`src/rtl/wma_pkg.sv`:
```
// ----------------------------------------------------------------------------
// wma_pkg: shared widths for the window mean moving average
// Field widths of the sample and result transfers and the step count of the
// serial divider.
// ----------------------------------------------------------------------------
package wma_pkg;

  // Raw sensor sample width and the 16.8 fixed point mean width.
  localparam int SAMPLE_W = 16;
  localparam int FRAC_W   = 8;
  localparam int MEAN_W   = SAMPLE_W + FRAC_W;

  // Counter width for the quotient bits produced one per cycle.
  localparam int STEP_W   = $clog2(MEAN_W);

endpackage

```
`src/rtl/wma_in_if.sv`:
```
// ----------------------------------------------------------------------------
// wma_in_if: sample channel
// Valid/ready channel carrying one infrared and red sample pair.
// ----------------------------------------------------------------------------
interface wma_in_if;
  import wma_pkg::*;

  logic                valid;
  logic                ready;
  logic [SAMPLE_W-1:0] ir_sample;
  logic [SAMPLE_W-1:0] red_sample;
  logic                window_end;

  modport source (output valid, output ir_sample, output red_sample, output window_end,
                  input ready);
  modport sink   (input valid, input ir_sample, input red_sample, input window_end,
                  output ready);
endinterface

```
`src/rtl/wma_out_if.sv`:
```
// ----------------------------------------------------------------------------
// wma_out_if: average channel
// Valid/ready channel carrying one pair of moving averages per window.
// ----------------------------------------------------------------------------
interface wma_out_if;
  import wma_pkg::*;

  logic              valid;
  logic              ready;
  logic [MEAN_W-1:0] ir_average;
  logic [MEAN_W-1:0] red_average;
  logic              window_overflow;

  modport source (output valid, output ir_average, output red_average,
                  output window_overflow, input ready);
  modport sink   (input valid, input ir_average, input red_average,
                  input window_overflow, output ready);
endinterface

```
`src/rtl/wma_ram.sv`:
```
// ----------------------------------------------------------------------------
// wma_ram: generic single-port-write, single-port-read RAM
// One write and one registered read per cycle.
// ----------------------------------------------------------------------------
module wma_ram #(
  parameter int WIDTH = 48,
  parameter int DEPTH = 8
) (
  input  logic                     clk,
  input  logic                     we,
  input  logic [$clog2(DEPTH)-1:0] waddr,
  input  logic [WIDTH-1:0]         wdata,
  input  logic [$clog2(DEPTH)-1:0] raddr,
  output logic [WIDTH-1:0]         rdata
);
  logic [WIDTH-1:0] mem [DEPTH];

  always_ff @(posedge clk) begin
    if (we) begin
      mem[waddr] <= wdata;
    end
    rdata <= mem[raddr];
  end
endmodule

```
`src/rtl/wma_div.sv`:
```
// ----------------------------------------------------------------------------
// wma_div: bit-serial restoring divider
// Produces a 24-bit quotient, one bit per cycle. The caller supplies the
// upper part of the dividend as the starting remainder, which must already
// be below the divisor, and the lower 24 dividend bits.
// ----------------------------------------------------------------------------
module wma_div #(
  parameter int DW = 9
) (
  input  logic                      clk,
  input  logic                      rst,
  input  logic                      start,
  input  logic [DW-1:0]             rem_init,
  input  logic [wma_pkg::MEAN_W-1:0] low,
  input  logic [DW-1:0]             divisor,
  output logic [wma_pkg::MEAN_W-1:0] quotient,
  output logic                      done
);
  import wma_pkg::*;

  logic [DW-1:0]     rem;
  logic [DW-1:0]     rem_next;
  logic [DW-1:0]     dvsr;
  logic [MEAN_W-1:0] shreg;
  logic [STEP_W-1:0] steps;
  logic              busy;
  logic [DW:0]       trial;
  logic [DW+1:0]     diff;
  logic              qbit;

  // The dividend bits leave the top of the shift register as quotient bits
  // enter at the bottom.
  assign trial    = {rem, shreg[MEAN_W-1]};
  assign diff     = {1'b0, trial} - {2'b00, dvsr};
  assign qbit     = ~diff[DW+1];
  assign rem_next = qbit ? diff[DW-1:0] : trial[DW-1:0];
  assign quotient = shreg;

  always_ff @(posedge clk) begin
    if (rst) begin
      busy <= 1'b0;
      done <= 1'b0;
    end else begin
      done <= 1'b0;
      if (start) begin
        busy <= 1'b1;
      end else if (busy && steps == '0) begin
        busy <= 1'b0;
        done <= 1'b1;
      end
    end
  end

  always_ff @(posedge clk) begin
    if (start) begin
      rem   <= rem_init;
      shreg <= low;
      dvsr  <= divisor;
      steps <= STEP_W'(MEAN_W - 1);
    end else if (busy) begin
      rem   <= rem_next;
      shreg <= {shreg[MEAN_W-2:0], qbit};
      steps <= steps - 1'b1;
    end
  end
endmodule

```
`src/rtl/window_mean_moving_average.sv`:
```
// ----------------------------------------------------------------------------
// window_mean_moving_average: moving average of windowed sensor means
// Sums paired infrared and red samples over a window, takes each window mean
// in unsigned 16.8 fixed point and reports the mean of the last
// HISTORY_DEPTH window means.
//
// Usage. Samples arrive on the samples channel; a transfer whose window_end
// is high closes the window. Each closed window yields exactly one transfer
// on the averages channel; other samples yield none. Samples are accepted one
// per cycle while no window is being closed. Closing a window holds the
// samples channel off for two passes of a bit-serial divider (the window
// sum by the sample count, then the history sum by the depth) and for
// loading the divider twice, seeing each pass finish, updating the history
// and handing over to the output register once that register is free.
// Once a window has been handed to the output register the block takes
// samples again at once, even while that result still waits; if the receiver
// stalls for so long that the next window closes too, the second result is
// held back until the first transfer completes. Samples beyond
// MAX_WINDOW_SAMPLES in one window are dropped and reported by
// window_overflow. Reset clears the sums, counters and the output; the
// history reads as zero until each slot has been written once.
// ----------------------------------------------------------------------------
module window_mean_moving_average #(
  parameter int HISTORY_DEPTH      = 8,
  parameter int MAX_WINDOW_SAMPLES = 256
) (
  input logic      clk,
  input logic      rst,
  wma_in_if.sink   samples,
  wma_out_if.source averages
);
  import wma_pkg::*;

  // Sample count, window sum, history address and running sum widths.
  localparam int CW      = $clog2(MAX_WINDOW_SAMPLES + 1);
  localparam int SW      = SAMPLE_W + CW;
  localparam int AW      = $clog2(HISTORY_DEPTH);
  localparam int RW      = MEAN_W + AW;
  localparam int DEPTH_W = $clog2(HISTORY_DEPTH + 1);
  localparam int DW      = (CW > DEPTH_W) ? CW : DEPTH_W;

  typedef enum logic [6:0] {
    S_IDLE       = 7'b0000001,
    S_LOAD       = 7'b0000010,
    S_MEAN       = 7'b0000100,
    S_UPDATE     = 7'b0001000,
    S_SCALE_LOAD = 7'b0010000,
    S_SCALE      = 7'b0100000,
    S_EMIT       = 7'b1000000
  } state_t;

  state_t state;
  state_t state_next;

  // Window accumulation.
  logic [SW-1:0] ir_window_sum;
  logic [SW-1:0] red_window_sum;
  logic [CW-1:0] window_count;
  logic          overflow_seen;
  logic          window_ovf;

  // History and running sums.
  logic [AW-1:0]       slot_pointer;
  logic                wrapped;
  logic [RW-1:0]       ir_running_sum;
  logic [RW-1:0]       red_running_sum;
  logic [2*MEAN_W-1:0] hist_rdata;
  logic [MEAN_W-1:0]   ir_old;
  logic [MEAN_W-1:0]   red_old;

  // Divider connections.
  logic              div_start;
  logic              scale_sel;
  logic [DW-1:0]     divisor;
  logic [DW-1:0]     ir_rem_init;
  logic [DW-1:0]     red_rem_init;
  logic [MEAN_W-1:0] ir_low;
  logic [MEAN_W-1:0] red_low;
  logic [MEAN_W-1:0] ir_quot;
  logic [MEAN_W-1:0] red_quot;
  logic              ir_done;
  logic              red_done;

  // Output register.
  logic              out_valid;
  logic [MEAN_W-1:0] ir_average;
  logic [MEAN_W-1:0] red_average;
  logic              window_overflow;

  logic accept;
  logic out_free;

  assign samples.ready            = (state == S_IDLE);
  assign accept                   = samples.valid && samples.ready;
  assign out_free                 = !out_valid || averages.ready;

  assign averages.valid           = out_valid;
  assign averages.ir_average      = ir_average;
  assign averages.red_average     = red_average;
  assign averages.window_overflow = window_overflow;

  // The divider runs twice per window. For the mean, the dividend is the
  // window sum times 256: its bits above the quotient are sum >> 16, which
  // is always below the sample count. For the average, the dividend is the
  // running sum, whose bits above the quotient are below the depth.
  assign div_start    = (state == S_LOAD) || (state == S_SCALE_LOAD);
  assign scale_sel    = (state == S_SCALE_LOAD);
  assign divisor      = scale_sel ? DW'(HISTORY_DEPTH) : DW'(window_count);
  assign ir_rem_init  = scale_sel ? DW'(ir_running_sum[RW-1:MEAN_W])
                                  : DW'(ir_window_sum[SW-1:SAMPLE_W]);
  assign red_rem_init = scale_sel ? DW'(red_running_sum[RW-1:MEAN_W])
                                  : DW'(red_window_sum[SW-1:SAMPLE_W]);
  assign ir_low       = scale_sel ? ir_running_sum[MEAN_W-1:0]
                                  : {ir_window_sum[SAMPLE_W-1:0], {FRAC_W{1'b0}}};
  assign red_low      = scale_sel ? red_running_sum[MEAN_W-1:0]
                                  : {red_window_sum[SAMPLE_W-1:0], {FRAC_W{1'b0}}};

  wma_div #(.DW(DW)) u_ir_div (
    .clk      (clk),
    .rst      (rst),
    .start    (div_start),
    .rem_init (ir_rem_init),
    .low      (ir_low),
    .divisor  (divisor),
    .quotient (ir_quot),
    .done     (ir_done)
  );

  wma_div #(.DW(DW)) u_red_div (
    .clk      (clk),
    .rst      (rst),
    .start    (div_start),
    .rem_init (red_rem_init),
    .low      (red_low),
    .divisor  (divisor),
    .quotient (red_quot),
    .done     (red_done)
  );

  // Both channels' means share one history word. The read address follows
  // the slot pointer, so the old entry is ready long before the update.
  wma_ram #(.WIDTH(2 * MEAN_W), .DEPTH(HISTORY_DEPTH)) u_history (
    .clk   (clk),
    .we    (state == S_UPDATE),
    .waddr (slot_pointer),
    .wdata ({ir_quot, red_quot}),
    .raddr (slot_pointer),
    .rdata (hist_rdata)
  );

  // Until the pointer has wrapped once, the slot about to be replaced has
  // never been written and counts as zero.
  assign ir_old  = wrapped ? hist_rdata[2*MEAN_W-1:MEAN_W] : '0;
  assign red_old = wrapped ? hist_rdata[MEAN_W-1:0] : '0;

  always_comb begin
    state_next = state;
    unique case (state)
      S_IDLE:       if (accept && samples.window_end) state_next = S_LOAD;
      S_LOAD:       state_next = S_MEAN;
      S_MEAN:       if (ir_done && red_done) state_next = S_UPDATE;
      S_UPDATE:     state_next = S_SCALE_LOAD;
      S_SCALE_LOAD: state_next = S_SCALE;
      S_SCALE:      if (ir_done && red_done) state_next = S_EMIT;
      S_EMIT:       if (out_free) state_next = S_IDLE;
      default:      state_next = S_IDLE;
    endcase
  end

  always_ff @(posedge clk) begin
    if (rst) begin
      state           <= S_IDLE;
      ir_window_sum   <= '0;
      red_window_sum  <= '0;
      window_count    <= '0;
      overflow_seen   <= 1'b0;
      window_ovf      <= 1'b0;
      slot_pointer    <= '0;
      wrapped         <= 1'b0;
      ir_running_sum  <= '0;
      red_running_sum <= '0;
      out_valid       <= 1'b0;
    end else begin
      state <= state_next;

      // Samples past the window limit are dropped, the closing one included.
      if (accept) begin
        if (window_count < CW'(MAX_WINDOW_SAMPLES)) begin
          ir_window_sum  <= ir_window_sum + SW'(samples.ir_sample);
          red_window_sum <= red_window_sum + SW'(samples.red_sample);
          window_count   <= window_count + 1'b1;
        end else begin
          overflow_seen <= 1'b1;
        end
      end

      // The divider has taken the sums, so the next window can start clean.
      if (state == S_LOAD) begin
        window_ovf     <= overflow_seen;
        ir_window_sum  <= '0;
        red_window_sum <= '0;
        window_count   <= '0;
        overflow_seen  <= 1'b0;
      end

      if (state == S_UPDATE) begin
        ir_running_sum  <= ir_running_sum - RW'(ir_old) + RW'(ir_quot);
        red_running_sum <= red_running_sum - RW'(red_old) + RW'(red_quot);
        if (slot_pointer == AW'(HISTORY_DEPTH - 1)) begin
          slot_pointer <= '0;
          wrapped      <= 1'b1;
        end else begin
          slot_pointer <= slot_pointer + 1'b1;
        end
      end

      if (state == S_EMIT && out_free) begin
        out_valid <= 1'b1;
      end else if (averages.ready) begin
        out_valid <= 1'b0;
      end
    end
  end

  always_ff @(posedge clk) begin
    if (state == S_EMIT && out_free) begin
      ir_average      <= ir_quot;
      red_average     <= red_quot;
      window_overflow <= window_ovf;
    end
  end
endmodule
```
`src/flat_wrapper.sv`:
```
// flat-port wrapper written by rule: the top's interface ports become plain ports
module window_mean_moving_average_flat import wma_pkg::*;
#(
  parameter int HISTORY_DEPTH      = 8,
  parameter int MAX_WINDOW_SAMPLES = 256
)
  (clk, rst, samples_valid, samples_ir_sample, samples_red_sample, samples_window_end, samples_ready, averages_valid, averages_ir_average, averages_red_average, averages_window_overflow, averages_ready);
  wma_in_if samples_i ();
  wma_out_if averages_i ();
  input logic clk;
  input logic rst;
  input wire logic [$bits(samples_i.valid)-1:0] samples_valid;
  input wire logic [$bits(samples_i.ir_sample)-1:0] samples_ir_sample;
  input wire logic [$bits(samples_i.red_sample)-1:0] samples_red_sample;
  input wire logic [$bits(samples_i.window_end)-1:0] samples_window_end;
  output wire logic [$bits(samples_i.ready)-1:0] samples_ready;
  output wire logic [$bits(averages_i.valid)-1:0] averages_valid;
  output wire logic [$bits(averages_i.ir_average)-1:0] averages_ir_average;
  output wire logic [$bits(averages_i.red_average)-1:0] averages_red_average;
  output wire logic [$bits(averages_i.window_overflow)-1:0] averages_window_overflow;
  input wire logic [$bits(averages_i.ready)-1:0] averages_ready;
  assign samples_i.valid = samples_valid;
  assign samples_i.ir_sample = samples_ir_sample;
  assign samples_i.red_sample = samples_red_sample;
  assign samples_i.window_end = samples_window_end;
  assign samples_ready = samples_i.ready;
  assign averages_valid = averages_i.valid;
  assign averages_ir_average = averages_i.ir_average;
  assign averages_red_average = averages_i.red_average;
  assign averages_window_overflow = averages_i.window_overflow;
  assign averages_i.ready = averages_ready;
  window_mean_moving_average #(.HISTORY_DEPTH(HISTORY_DEPTH), .MAX_WINDOW_SAMPLES(MAX_WINDOW_SAMPLES)) u_core (.clk(clk), .rst(rst), .samples(samples_i), .averages(averages_i));
endmodule
```
`config.mk`:
```
export PLATFORM = sky130hd
export DESIGN_NAME = window_mean_moving_average_flat
export DESIGN_NICKNAME = d
export VERILOG_FILES = /design/src/rtl/wma_pkg.sv /design/src/rtl/wma_in_if.sv /design/src/rtl/wma_out_if.sv /design/src/rtl/wma_ram.sv /design/src/rtl/wma_div.sv /design/src/rtl/window_mean_moving_average.sv /design/src/flat_wrapper.sv
export SDC_FILE = /design/constraint.sdc
export NUM_CORES = 1
export LEC_CHECK = 0
export BUFFER_PORTS_ARGS = -buffer_cell sky130_fd_sc_hd__clkbuf_2
export CORE_ASPECT_RATIO = 0.9
export CORE_UTILIZATION = 25
export CTS_CLUSTER_DIAMETER = 40
export DETAILED_ROUTE_END_ITERATION = 10
export MAX_ROUTING_LAYER = met4
export PLACE_DENSITY_LB_ADDON = 0.25
export SETUP_SLACK_MARGIN = 0.02
export SLEW_MARGIN = 40
export SYNTH_ARGS = -nofsm -noshare
export SYNTH_HDL_FRONTEND = slang
export SYNTH_HIERARCHICAL = 1
export SYNTH_SLANG_ARGS = --single-unit
```
`constraint.sdc`:
```
create_clock -name clk -period 11.75 [get_ports clk]
set_input_delay 0 -clock clk [delete_from_list [all_inputs] [get_ports clk]]
set_output_delay 0 -clock clk [all_outputs]
set_load 0.02 [all_outputs]
```
==> results by stage <==
Outcome:
- The run finished with clean final reports.

Floorplanning:
- The effective utilization at floorplan is 25.3%.
- In this run the core area contains between 100 and 150 standard-cell rows.
- The die area is 135000 um^2.
- From left edge to right edge, the die measures about 390 um.
- The die is 348 um tall.
- For this design the top-level I/O count stands at 88.
- The placeable core region is 132000 um^2.

Layout:
- Summing all multi-input logic gate instances after layout gives 12600 um^2.
- Of the cells placed in the final design, the portion with a size suffix greater than 1 is 18.5%.
- The area growth from synthesis to layout is 19.5%.
- The number of nets in the finished design is 2951.
- The layout has 13213 filler cells.
- The utilization after layout is approximately 30%.
- The total area of sequential cells is 19300 um^2.
- The finished cells cover 39800 um^2.

Timing:
- The final hold violation count was 0.
- The setup violation total in the final timing report is 0.
- The post-route fraction of the period consumed by the critical path is between 30 and 40%.
- The count of final max-slew check failures is 0.
- For this run, the top clock speed supported by timing is roughly 230 MHz.
- The worst path setup slack after routing is 7.48 ns.
- Across the routed clock network, the largest skew measured is 0.0267 ns.
- The final-layout worst hold slack is roughly 0.23 ns.
- The sum of negative setup slack is 0 ns.
- The worst path in the final design needs a cycle of 4.27 ns, including I/O delays and setup.
- In this run the tightest slew margin relative to its limit is 43.6%.
- At the pin with the least slew margin, the transition time is 0.843 ns.
- Setup repair after global routing left no endpoint under its margin.

Route:
- In this run, the number of DRC markers left after iteration 0 of detailed routing was just over 1000.
- The met3 routed wirelength is 3150 um.
- In the final routed layout, each cell accounts on average for 18.2 um.
- The highest metal layer with signal wires is met4.
- Summing over every cut layer, the via total after detailed routing is 20312.
- For this block, wires on met1 add up to 40800 um.
- The detailed-routing iteration count for the pre-antenna-repair pass is 5.
- The routed design has 83200 um of wire.
- In this run the remaining antenna-violating nets after routing total 0.
- The number of vias per cell is approximately 4.4.
- After detailed routing, the met2 layer carries ~38000 um of wire.
- For this run, design rule violations remaining after detail routing come to 0.

Synth:
- The number of nets handed over by synthesis was roughly 2800.
- For this run, asynchronously set or reset flops after synthesis account for 0%.
- The count of different cell masters after synthesis is 87.
- The synthesized area per cell is between 10 and 15 um^2.
- The total standard cell area after synthesis is 33300 um^2.
- The cell count after synthesis is 2585.
- Sequential elements use 57.9% of the synthesized area.
- The register bit total from synthesis is 706.
- The commonest register cell after synthesis is edfxtp_1.
- Yosys mapped a number of flops with a built-in enable equal to 517.
- The number of synthesis warnings is 6.

CTS:
- The clock tree root driver cell is clkbuf_16.
- The clock-pin slew reported for the worst setup and hold paths after clock tree synthesis is about 0.060 ns.
- The number of gates resized after cts is 0.
- The number of clock buffers added by TritonCTS is 103.
- In this run, post-CTS hold repair placed 47 buffers.
- The later pin in the worst-skew pair is clocked with a latency of about 0.7 ns.
- The H-tree generated during clock tree synthesis spans 3 levels.
- The post-CTS setup-driven buffer insertion count is 0.
- The maximum count of clock buffers along a single path is 3.
- The clock sink total is 706.
- TritonCTS built the clock tree.

Pwr:
- The part of the total power dissipated in sequential elements is 43.2%.
- The net switching power is about 1.5 mW.
- The part of the total power dissipated in the clock network is 49.6%.
- The proportion of total power due to net switching is 24.1%.
- The internal portion of total power is 4.87 mW.
- For this design the ratio of total power to cell area is around 160 nW/um^2.
- The static power due to leakage is approximately 14 nW.
- The combinational share of power is about 7.2%.
- Across the VDD grid, the largest voltage drop is 132 uV.

GRT:
- For this run, the total global-route usage over all layers was measured as 12.7%.
- The maximum number of pins on one net before global-route repair is 64.
- The via count of the first global-routing pass is between 20000 and 25000.
- The global route total overflow is 0.
- The first global-routing pass estimated 128000 um of wire.
- The initial antenna violation count is 4.

Placement:
- Summed over all nets, the half-perimeter wirelength after detailed placement is 53600 um.
- The number of buffers inserted by port buffering is 87.
- At the end of routability-driven placement, the weighted congestion stood at 0.812.
- The setup slack at placement is around 7.4 ns.
- The placed instance area is 35700 um^2.

Critical path:
- The critical path in this run is classified as reg -> reg.
- Along the worst path, the maximum fanout reaches 56.
- The arrival time of data at the critical path endpoint is ~4.6 ns.
- STA classifies the critical path startpoint as a flip-flop.
- The required time of the critical path is 12.08 ns.
- The type of destination of the critical path is a flip-flop.

Hold path:
- The worst hold-check path type is in -> reg.

Run:
- Max-cap violations in this run came to 0.
-- metrics by stage --
step / power, mW / instances
after floorplan: 3.13 / 2585
after global placement: 3.26 / 4328
after detailed placement: 3.26 / 4328
after CTS: 6.51 / 4569
after global routing: 6.68 / 4570
final: 6.41 / 4572
-- power groups by stage --
stage	Combinational, mW	Clock (mW)	Sequential (mW)
CTS	0.466	3.27	2.77
floorplan	0.333	0	2.80
finish	0.463	3.18	2.77
global route	0.523	3.37	2.78
global placement	0.432	0	2.82
detailed placement	0.433	0	2.82
-- sequential cells by signal (all words and copies together), names as in the netlist, 3 cells and up --
register,cells
u_core/averages.red_average,24
u_core/u_red_div/rem,9
u_core/u_red_div/dvsr,9
u_core/u_ir_div/quotient,24
u_core/u_history/rdata,48
u_core/slot_pointer,3
u_core/u_ir_div/rem,9
u_core/averages.ir_average,24
u_core/window_count,9
u_core/red_window_sum,25
u_core/u_ir_div/steps,5
u_core/u_history/mem,384
u_core/u_red_div/quotient,24
u_core/red_running_sum,27
u_core/u_ir_div/dvsr,9
u_core/ir_window_sum,25
u_core/state,7
u_core/u_red_div/steps,5
u_core/ir_running_sum,27
-- final cells by class --
cell class              count  share of cell area, %
well taps                1728                   5.43
multi-input cells        1527                   31.7
clock buffers             117                   6.76
repair buffers            160                   2.86
inverters                 255                   2.40
diodes                      2                 0.0126
clock inverters            77                   2.27
flip-flops and latches    706                   48.5
-- cell usage in the layout, fill, tap and decap left out, drive strengths merged, types with 23 or more instances in the layout --
cell and instances:
nor2 132, dfxtp 189, dlygate4sd3 47, xnor2 56
a21oi 152, edfxtp 517, nand2 238, mux2 96
o21ai 111, and2 77, ha 109, nor3 32
inv 274, mux4 96, a211oi 23, clkbuf 204
nand2b 24, a21o 34, clkinv 37, buf 26
xor2 27, fa 52, nand3 30
-- per-layer routing --
layer	GRT usage [%]	up-vias
met5	-	-
met4	3.14	0
met3	2.40	109
met2	19.5	334
met1	17.4	10111
li1	-	9758
-- path summary, 6_finish.rpt --
check,depth (start not counted),start,slack [ns],to
min,4,samples_valid,0.23,u_core/overflow_seen
min reg2reg,2,u_core/red_running_sum[4],0.45,u_core/red_running_sum[4]
max,9,u_core/state[1],7.48,u_core/u_history/mem[1][15]
max reg2reg,9,u_core/state[1],7.48,u_core/u_history/mem[1][15]
-- critical path, cell delays in order, from the launching register on --
cell and delay (ns):
dfxtp_1 0.34, nor2_1 0.19, nand2_1 0.15, or3_2 0.47, buf_4 0.35, clkinv_1 0.42, buf_4 0.40, nand2b_1 0.29
nor2_4 0.58, buf_4 0.60
-- synthesized netlist by cell type (7+ instances only) --
cell type	count	area share, %
a211oi_1	23	0.52
and2_1	76	1.4
xnor2_1	56	1.5
nor2b_1	17	0.32
xor2_1	27	0.71
dfxtp_1	189	11
mux2_4	40	1.8
a21o_1	33	0.74
o21ai_0	104	1.6
nand2_1	238	2.7
mux2_2	56	1.9
fa_1	52	3.1
nor2_1	130	1.5
and3_1	16	0.30
o31ai_1	13	0.29
nand4_1	12	0.23
or3_1	17	0.32
nand3_1	30	0.45
o21bai_1	10	0.23
o211ai_1	9	0.20
a21oi_1	151	2.3
o21a_1	16	0.36
nand3b_1	8	0.18
a221oi_1	7	0.18
nand2b_1	24	0.45
clkbuf_1	67	0.75
mux2i_1	14	0.42
a31oi_1	18	0.34
inv_1	252	2.8
edfxtp_1	517	47
buf_2	15	0.23
nor3_1	31	0.47
ha_1	109	4.1
mux4_2	93	6.3
-- cells by family after synthesis --
logic type / Yosys count / synth area share [%]
simple gates: 630 / 9.01
mux: 206 / 10.6
xor+xnor: 83 / 2.18
flops: 706 / 57.9
compound gates: 447 / 8.60
buf+inv: 352 / 4.42
fa+ha+maj: 161 / 7.22
No activity file was read; power rests on OpenSTA's default activity.
